### config.mk
export PLATFORM = sky130hd
export DESIGN_NAME = signed_integer_divider
export DESIGN_NICKNAME = d
export VERILOG_FILES = /design/src/hdl/sid_pkg.sv /design/src/hdl/sid_cell.sv /design/src/hdl/sid_row.sv /design/src/hdl/signed_integer_divider.sv
export SDC_FILE = /design/constraint.sdc
export NUM_CORES = 1
export LEC_CHECK = 0
export BUFFER_PORTS_ARGS = -buffer_cell sky130_fd_sc_hd__buf_2
export CAP_MARGIN = 5
export CORE_UTILIZATION = 30
export CTS_CLUSTER_SIZE = 8
export DETAILED_ROUTE_END_ITERATION = 12
export PLACE_DENSITY_LB_ADDON = 0.12
export SLEW_MARGIN = 15
export SYNTH_ARGS = -nofsm -noshare
export SYNTH_HDL_FRONTEND = slang
export SYNTH_SLANG_ARGS = --single-unit
### constraint.sdc
create_clock -name clk -period 38.2 [get_ports clk]
set_input_delay 1.91 -clock clk [delete_from_list [all_inputs] [get_ports clk]]
set_output_delay 1.91 -clock clk [all_outputs]
set_load 0.01 [all_outputs]
### src/hdl/sid_pkg.sv
// ----------------------------------------------------------------------------
// sid_pkg: shared types for the signed integer divider
// Holds the control bundle that the row builds from the sequencer's load
// and step and from its own final borrow, and drives into the bit-slice cells.
// ----------------------------------------------------------------------------
package sid_pkg;

    // Control that every cell of the row sees in the same cycle.
    typedef struct packed {
        logic load;   // Take fresh operand bits, clear the partial remainder.
        logic step;   // Perform one shift-and-subtract iteration.
        logic take;   // The trial subtraction fits: keep the difference.
    } sid_ctrl_t;

endpackage

### src/hdl/sid_cell.sv
// ----------------------------------------------------------------------------
// sid_cell: one bit slice of the long-division datapath
// Holds one bit each of the partial remainder, of the combined
// dividend/quotient shift register and of the divisor, and forms one bit
// of the trial subtraction with a borrow passed up the row.
// ----------------------------------------------------------------------------
module sid_cell
    import sid_pkg::*;
(
    input  logic      clk,
    input  sid_ctrl_t ctrl,
    input  logic      num_bit,     // Dividend magnitude bit, used on load.
    input  logic      den_bit,     // Divisor magnitude bit, used on load.
    input  logic      rem_in,      // Remainder bit shifted in from below.
    input  logic      nq_in,       // Dividend/quotient bit shifted in from below.
    input  logic      borrow_in,
    output logic      borrow_out,
    output logic      rem_bit,
    output logic      nq_bit
);

    logic rem_reg;
    logic rem_next;
    logic nq_reg;
    logic nq_next;
    logic den_reg;
    logic den_next;
    logic diff;

    // The shifted remainder bit of this slice is the one coming from below.
    assign diff       = rem_in ^ den_reg ^ borrow_in;
    assign borrow_out = (~rem_in & den_reg) | (~(rem_in ^ den_reg) & borrow_in);

    always_comb
    begin
        rem_next = rem_reg;
        nq_next  = nq_reg;
        den_next = den_reg;
        if (ctrl.load)
        begin
            rem_next = 1'b0;
            nq_next  = num_bit;
            den_next = den_bit;
        end
        else if (ctrl.step)
        begin
            rem_next = ctrl.take ? diff : rem_in;
            nq_next  = nq_in;
        end
    end

    always_ff @(posedge clk)
    begin
        rem_reg <= rem_next;
        nq_reg  <= nq_next;
        den_reg <= den_next;
    end

    assign rem_bit = rem_reg;
    assign nq_bit  = nq_reg;

endmodule

### src/hdl/sid_row.sv
// ----------------------------------------------------------------------------
// sid_row: chain of bit-slice cells forming the restoring divider
// Each step shifts the remainder and dividend left by one slice, tries the
// subtraction of the divisor across the row and shifts the new quotient bit
// into the bottom of the dividend/quotient register.
// ----------------------------------------------------------------------------
module sid_row
    import sid_pkg::*;
#(
    parameter int DATA_WIDTH = 32
)
(
    input  logic                  clk,
    input  logic                  load,
    input  logic                  step,
    input  logic [DATA_WIDTH-1:0] num_mag,
    input  logic [DATA_WIDTH-1:0] den_mag,
    output logic [DATA_WIDTH-1:0] quot_mag
);

    logic [DATA_WIDTH-1:0] rem_bits;
    logic [DATA_WIDTH-1:0] nq_bits;
    logic [DATA_WIDTH-1:0] rem_shift;
    logic [DATA_WIDTH-1:0] nq_shift;
    logic [DATA_WIDTH:0]   borrow;
    sid_ctrl_t             ctrl;

    // The dividend bit leaving the top of the shift register enters the
    // remainder; a subtraction without final borrow yields a quotient one.
    assign rem_shift = {rem_bits[DATA_WIDTH-2:0], nq_bits[DATA_WIDTH-1]};
    assign nq_shift  = {nq_bits[DATA_WIDTH-2:0], ctrl.take};
    assign borrow[0] = 1'b0;

    assign ctrl.load = load;
    assign ctrl.step = step;
    assign ctrl.take = ~borrow[DATA_WIDTH];

    for (genvar i = 0; i < DATA_WIDTH; i++)
    begin : g_cell
        sid_cell u_cell (
            .clk        (clk),
            .ctrl       (ctrl),
            .num_bit    (num_mag[i]),
            .den_bit    (den_mag[i]),
            .rem_in     (rem_shift[i]),
            .nq_in      (nq_shift[i]),
            .borrow_in  (borrow[i]),
            .borrow_out (borrow[i+1]),
            .rem_bit    (rem_bits[i]),
            .nq_bit     (nq_bits[i])
        );
    end

    assign quot_mag = nq_bits;

endmodule

### src/hdl/signed_integer_divider.sv
// ----------------------------------------------------------------------------
// signed_integer_divider: signed restoring divider, quotient toward zero
// Divides two signed words using a row of bit-slice cells and fixes the
// sign of the quotient afterwards.
// ----------------------------------------------------------------------------
// One beat in gives one beat out. An operand beat is taken in ST_IDLE, the
// row of DATA_WIDTH cells then resolves one quotient bit per cycle in ST_DIV,
// and ST_FIX applies the sign and loads the output register. As the single
// shift-and-subtract row is shared by all bits, a new operand beat is not
// taken before the previous division is through. The next operand beat is
// taken as soon as the result has moved to the output register, even if that
// result has not yet been taken; a result still held in the output register
// stalls the sign cycle of the next division. The most negative value
// divided by minus one saturates to the largest positive value. A zero
// divisor gives a quotient of zero with tuser set.
module signed_integer_divider
    import sid_pkg::*;
#(
    parameter int DATA_WIDTH = 32
)
(
    input  logic                               clk,
    input  logic                               rst_n,
    input  logic                               s_axis_tvalid,
    output logic                               s_axis_tready,
    // numerator [DATA_WIDTH-1:0], denominator [2*DATA_WIDTH-1:DATA_WIDTH]
    input  logic [((2*DATA_WIDTH+7)/8)*8-1:0]  s_axis_tdata,
    output logic                               m_axis_tvalid,
    input  logic                               m_axis_tready,
    // quotient [DATA_WIDTH-1:0]
    output logic [((DATA_WIDTH+7)/8)*8-1:0]    m_axis_tdata,
    // zero_divisor
    output logic                               m_axis_tuser
);

    localparam int CW    = $clog2(DATA_WIDTH);
    localparam int OUT_W = ((DATA_WIDTH + 7) / 8) * 8;
    localparam logic [DATA_WIDTH-1:0] SMAX = {1'b0, {(DATA_WIDTH-1){1'b1}}};

    typedef enum logic [1:0] {
        ST_IDLE,
        ST_DIV,
        ST_FIX
    } state_t;

    state_t                state_reg;
    state_t                state_next;
    logic [CW-1:0]         count_reg;
    logic [CW-1:0]         count_next;
    logic                  neg_reg;
    logic                  neg_next;
    logic                  zero_reg;
    logic                  zero_next;
    logic                  out_valid_reg;
    logic                  out_valid_next;
    logic [DATA_WIDTH-1:0] quot_reg;
    logic [DATA_WIDTH-1:0] quot_next;
    logic                  flag_reg;
    logic                  flag_next;

    logic [DATA_WIDTH-1:0] numerator;
    logic [DATA_WIDTH-1:0] denominator;
    logic [DATA_WIDTH-1:0] num_mag;
    logic [DATA_WIDTH-1:0] den_mag;
    logic [DATA_WIDTH-1:0] quot_mag;
    logic [DATA_WIDTH-1:0] quot_fixed;
    logic                  in_beat;
    logic                  load;
    logic                  step;
    logic                  out_free;

    assign numerator   = s_axis_tdata[DATA_WIDTH-1:0];
    assign denominator = s_axis_tdata[2*DATA_WIDTH-1:DATA_WIDTH];
    assign num_mag     = numerator[DATA_WIDTH-1] ? (~numerator + 1'b1) : numerator;
    assign den_mag     = denominator[DATA_WIDTH-1] ? (~denominator + 1'b1) : denominator;

    assign s_axis_tready = (state_reg == ST_IDLE);
    assign in_beat       = s_axis_tvalid && s_axis_tready;
    assign load          = in_beat;
    assign step          = (state_reg == ST_DIV);
    assign out_free      = !out_valid_reg || m_axis_tready;

    sid_row #(
        .DATA_WIDTH (DATA_WIDTH)
    ) u_row (
        .clk      (clk),
        .load     (load),
        .step     (step),
        .num_mag  (num_mag),
        .den_mag  (den_mag),
        .quot_mag (quot_mag)
    );

    // A positive result with the top bit set only arises from the most
    // negative value over minus one, and saturates.
    always_comb
    begin
        if (zero_reg)
            quot_fixed = '0;
        else if (neg_reg)
            quot_fixed = ~quot_mag + 1'b1;
        else if (quot_mag[DATA_WIDTH-1])
            quot_fixed = SMAX;
        else
            quot_fixed = quot_mag;
    end

    always_comb
    begin
        state_next     = state_reg;
        count_next     = count_reg;
        neg_next       = neg_reg;
        zero_next      = zero_reg;
        out_valid_next = out_valid_reg;
        quot_next      = quot_reg;
        flag_next      = flag_reg;

        if (out_valid_reg && m_axis_tready)
            out_valid_next = 1'b0;

        case (state_reg)
            ST_IDLE:
            begin
                if (in_beat)
                begin
                    neg_next   = numerator[DATA_WIDTH-1] ^ denominator[DATA_WIDTH-1];
                    zero_next  = (denominator == '0);
                    count_next = CW'(DATA_WIDTH - 1);
                    state_next = ST_DIV;
                end
            end
            ST_DIV:
            begin
                count_next = count_reg - 1'b1;
                if (count_reg == '0)
                    state_next = ST_FIX;
            end
            ST_FIX:
            begin
                if (out_free)
                begin
                    quot_next      = quot_fixed;
                    flag_next      = zero_reg;
                    out_valid_next = 1'b1;
                    state_next     = ST_IDLE;
                end
            end
            default:
            begin
                state_next = ST_IDLE;
            end
        endcase
    end

    always_ff @(posedge clk or negedge rst_n)
    begin
        if (!rst_n)
        begin
            state_reg     <= ST_IDLE;
            count_reg     <= '0;
            neg_reg       <= 1'b0;
            zero_reg      <= 1'b0;
            out_valid_reg <= 1'b0;
            quot_reg      <= '0;
            flag_reg      <= 1'b0;
        end
        else
        begin
            state_reg     <= state_next;
            count_reg     <= count_next;
            neg_reg       <= neg_next;
            zero_reg      <= zero_next;
            out_valid_reg <= out_valid_next;
            quot_reg      <= quot_next;
            flag_reg      <= flag_next;
        end
    end

    assign m_axis_tvalid = out_valid_reg;
    assign m_axis_tdata  = OUT_W'(quot_reg);
    assign m_axis_tuser  = flag_reg;

endmodule

==> impl_summary.md <==
Setup path
The logic depth of the worst path, buffers included is 38. Data arrives at the worst endpoint at approximately 14 ns. Tracing the worst setup path back leads to its startpoint at u_row.g_cell[31].u_cell.nq_bit. The endpoint type of the worst setup path is a flop. The worst setup path is of the reg -> reg kind.

The cell type group with the largest total delay on the critical path is adder cells. In this run the worst setup path terminates at u_row.g_cell[0].u_cell.rem_bit. The most numerous cell type found on the critical path is sky130_fd_sc_hd__fa_1. The number of buffers and inverters on the critical path is 4. The startpoint identified for the worst register-to-register timing path is u_row.g_cell[31].u_cell.nq_bit. For the worst flop-to-flop path, the logic depth is 38. The largest fanout of any net on the critical path is 61.

The endpoint identified for the worst register-to-register timing path is u_row.g_cell[0].u_cell.rem_bit. The slowest library cell on the worst path is sky130_fd_sc_hd__edfxtp_1. The largest single stage delay on the critical path is between 0.6 and 0.7 ns. The startpoint kind of the worst setup timing path is a flop. At the worst endpoint, the required time is approximately 39 ns.

The setup slack on the worst flop-to-flop path is between 20 and 25 ns.

Cells and area
The count of placed standard cells in the final layout, fillers left out is between 1000 and 1500. Measured on the finished design, the core utilization comes to 0.364. The layout filler cell count is 2742.

In the final design database the tool counted a little over 1000 nets. In the final layout, the share of cells above drive strength 1 is 0.171. The area of all placed cells without fillers is around 9600 µm². Leaving out fill and tap cells, the most frequent cells in the layout are sky130_fd_sc_hd__o21ai_0, sky130_fd_sc_hd__nand2_1, sky130_fd_sc_hd__buf_2.

The library cell used most frequently in the layout, excluding fill and tap cells, is sky130_fd_sc_hd__o21ai_0. The signed area change from the synthesized netlist to the final layout is 18.1%.

Place
The global placement routability congestion is 0.829. The cell count after placement is 1249. During placement, the flow inserted port buffers numbering about 100.

Summed over all nets, the half-perimeter wirelength after detailed placement is 14900 µm. The post-place instance area is between 8000 and 9000 µm².

Floorplan
The count of boundary I/O pins is ~100. From left edge to right edge, the die measures ~170 µm. The die height is 166 µm. The initial core utilization is 0.308. The floorplan step defined a die boundary enclosing 27700 µm². The floorplan has 59 rows. The floorplan step defined a core boundary enclosing 26300 µm².

Yosys
The cell area after technology mapping is a little over 8000 µm². Yosys mapped a number of flops with a built-in enable equal to 64. The number of nets in the synthesized netlist is approximately 960. The mean area per synthesized cell is about 9.5 µm². The most used flip-flop cell after synthesis is sky130_fd_sc_hd__edfxtp_1.

The top cell type's share of synthesized area is 0.237. For this run, the register share of the synthesized area comes to 0.446. The total number of yosys warnings is 0.

Synthesis inferred 138 register bits. The synthesized design spends more area on one cell type than any other, namely sky130_fd_sc_hd__edfxtp_1. The number of unique standard cell types used by synthesis is 56.

Counting every instance in the synthesized netlist gives about 850. After synthesis, the cell types taking the most area are sky130_fd_sc_hd__edfxtp_1, sky130_fd_sc_hd__dfrtp_1, sky130_fd_sc_hd__o21ai_0. For this run, asynchronously set or reset flops after synthesis account for 0.312.

STA
Dividing the final minimum period by the clock period gives 0.370. The total count of hold-check failures in the final report is 0. Setup violations remaining at the end of the flow were counted as 0. The actual transition at the worst max-transition pin is between 0.8 and 0.9 ns. The setup total negative slack is 0 ns. The worst pin sits at a relative slew slack of 0.450. Setup repair after global routing left no endpoint under its margin.

The final max-slew violation count came to 0. The fmax is about 71 MHz. The routed design could run at a clock period as short as between 10 and 15 ns.

The setup skew after layout is about 0.011 ns.

Clock tree
The CTS tree is yes. The number of buffers inserted for hold repair after clock tree synthesis is 0. After clock tree synthesis, the repair step resized 0 gates. The total clock buffers created by CTS is 17. The maximum count of clock buffers along a single path is 2. The clock network latency to the later pin of the worst-skew pair is approximately 0.42 ns. The number of setup buffers added after CTS is 0. The count of clock tree sinks is roughly 140. The deepest level of the CTS H-tree is 4. Clock-pin slew was measured on the worst setup and hold paths at about 0.060 ns. In this run the clock root is driven by a sky130_fd_sc_hd__clkbuf_16.

Pwr
The static leakage power is approximately 3.8 nW. The total power per unit cell area is 75.0 nW/µm². The completed layout was analyzed and its total power is 0.718 mW. The highest ir drop seen on vdd is approximately 30 µV.

GRT
The first global-routing pass estimated 34100 µm of wire. The largest net degree at the start of global routing is 83. The number of antenna violations at the first check in global routing is 3.

The global-route usage over all layers is 0.157. After global routing the overflow that remains totals 0. The via count of the first global-routing pass is slightly above 6000.

Routing
The routed design has 21000 µm of wire. The detailed router's first-iteration violation count is 319. The routed layout has between 6000 and 7000 vias. After detailed routing, the number of remaining DRC violations is 5. The iteration count of the initial detailed-routing pass is 9. The post-detailed-route count of antenna-violating nets is 0.

The via density per instance is approximately 5. The average detailed-routed wire length per instance is 16.3 µm.

Run status
The flow ran to the end, but the final reports show violations. The final reports fail on DRC.

Hold path
The min-delay analysis places its worst path in the category reg -> reg.

Job
Across the run, the number of max-cap violations was 0.
==> worst min-delay path, delay by kind of cell (launching register included) <==
| family | cells | cell delay, ns |
|---|---|---|
| AND/OR/NAND/NOR | 2 | 0.09 |
| flip-flops | 1 | 0.33 |
==> routing by layer <==
metal,up-vias,global-route usage,share of wire
met2,140,0.229,0.43
met1,3056,0.233,0.52
li1,3224,-,-
met5,-,0,0.00062
met4,2,0.0499,0.012
met3,19,0.0305,0.043
==> cell families after synthesis <==
kind of cell | share of synthesized area
and+or+nand+nor | 0.162
AOI/OAI and AO/OA | 0.178
DFF | 0.446
buffers and inverters | 0.0448
xor gates and xnor gates | 0.0800
adders and majority gates | 0.0849
muxes | 0.00386
==> area by class of cell <==
class,count,area (µm²),share of cell area
clock inverters,14,220,0.0230
well taps,335,419,0.0438
repair buffers,109,566,0.0591
inverters,47,176,0.0184
flip-flops and latches,138,3620,0.378
multi-input cells,620,4140,0.432
diodes,2,5.00,0.000523
clock buffers,18,429,0.0448
==> per-stage QoR <==
step / setup WS (ns) / hold slack [ns]
6_report: 24.08 / 0.456
5_1_grt: 23.54 / 0.492
4_1_cts: 24.07 / 0.464
3_5_place_dp: 24.11 / 0.450
3_3_place_gp: 24.26 / 0.448
2_1_floorplan: 25.30 / 0.444
==> cells in the mapped netlist (4+ instances only) <==
| cell type | n |
|---|---|
| sky130_fd_sc_hd__nand2_1 | 114 |
| sky130_fd_sc_hd__nand4_1 | 7 |
| sky130_fd_sc_hd__o21ai_0 | 135 |
| sky130_fd_sc_hd__dfrtp_1 | 43 |
| sky130_fd_sc_hd__nand3_1 | 39 |
| sky130_fd_sc_hd__buf_1 | 7 |
| sky130_fd_sc_hd__edfxtp_1 | 64 |
| sky130_fd_sc_hd__or3_1 | 10 |
| sky130_fd_sc_hd__or2_2 | 6 |
| sky130_fd_sc_hd__o31ai_1 | 23 |
| sky130_fd_sc_hd__or4_1 | 6 |
| sky130_fd_sc_hd__a31oi_1 | 4 |
| sky130_fd_sc_hd__a21oi_1 | 24 |
| sky130_fd_sc_hd__nor2_1 | 24 |
| sky130_fd_sc_hd__inv_1 | 47 |
| sky130_fd_sc_hd__o41ai_1 | 11 |
| sky130_fd_sc_hd__clkbuf_1 | 40 |
| sky130_fd_sc_hd__nand2b_1 | 7 |
| sky130_fd_sc_hd__xnor2_1 | 33 |
| sky130_fd_sc_hd__o21ai_1 | 8 |
| sky130_fd_sc_hd__ha_1 | 7 |
| sky130_fd_sc_hd__nor4_1 | 15 |
| sky130_fd_sc_hd__fa_1 | 30 |
| sky130_fd_sc_hd__dfxtp_1 | 31 |
| sky130_fd_sc_hd__o221ai_1 | 8 |
| sky130_fd_sc_hd__nor3_1 | 19 |
| sky130_fd_sc_hd__xor2_1 | 41 |
==> worst min-delay path by stage <==
stage                                     from                         endpoint  slack [ns]  cells past startpoint
2_1_floorplan  u_row.g_cell[30].u_cell.rem_bit  u_row.g_cell[30].u_cell.rem_bit        0.44                      2
3_3_place_gp                   m_axis_tdata[8]                  m_axis_tdata[8]        0.45                      2
3_5_place_dp                   m_axis_tdata[9]                  m_axis_tdata[9]        0.45                      2
4_1_cts                        m_axis_tdata[9]                  m_axis_tdata[9]        0.46                      2
5_1_grt                        m_axis_tdata[4]                  m_axis_tdata[4]        0.49                      2
6_report                       m_axis_tdata[9]                  m_axis_tdata[9]        0.46                      2
==> where the power goes <==
group	internal (mW)	switching (mW)	total (mW)	leakage, nW
logic	0.0989	0.149	0.248	2.07
registers	0.222	0.0628	0.285	1.42
clock network	0.116	0.0682	0.185	0.315
total	0.438	0.280	0.718	3.81
(Power assumes the default switching activity.)
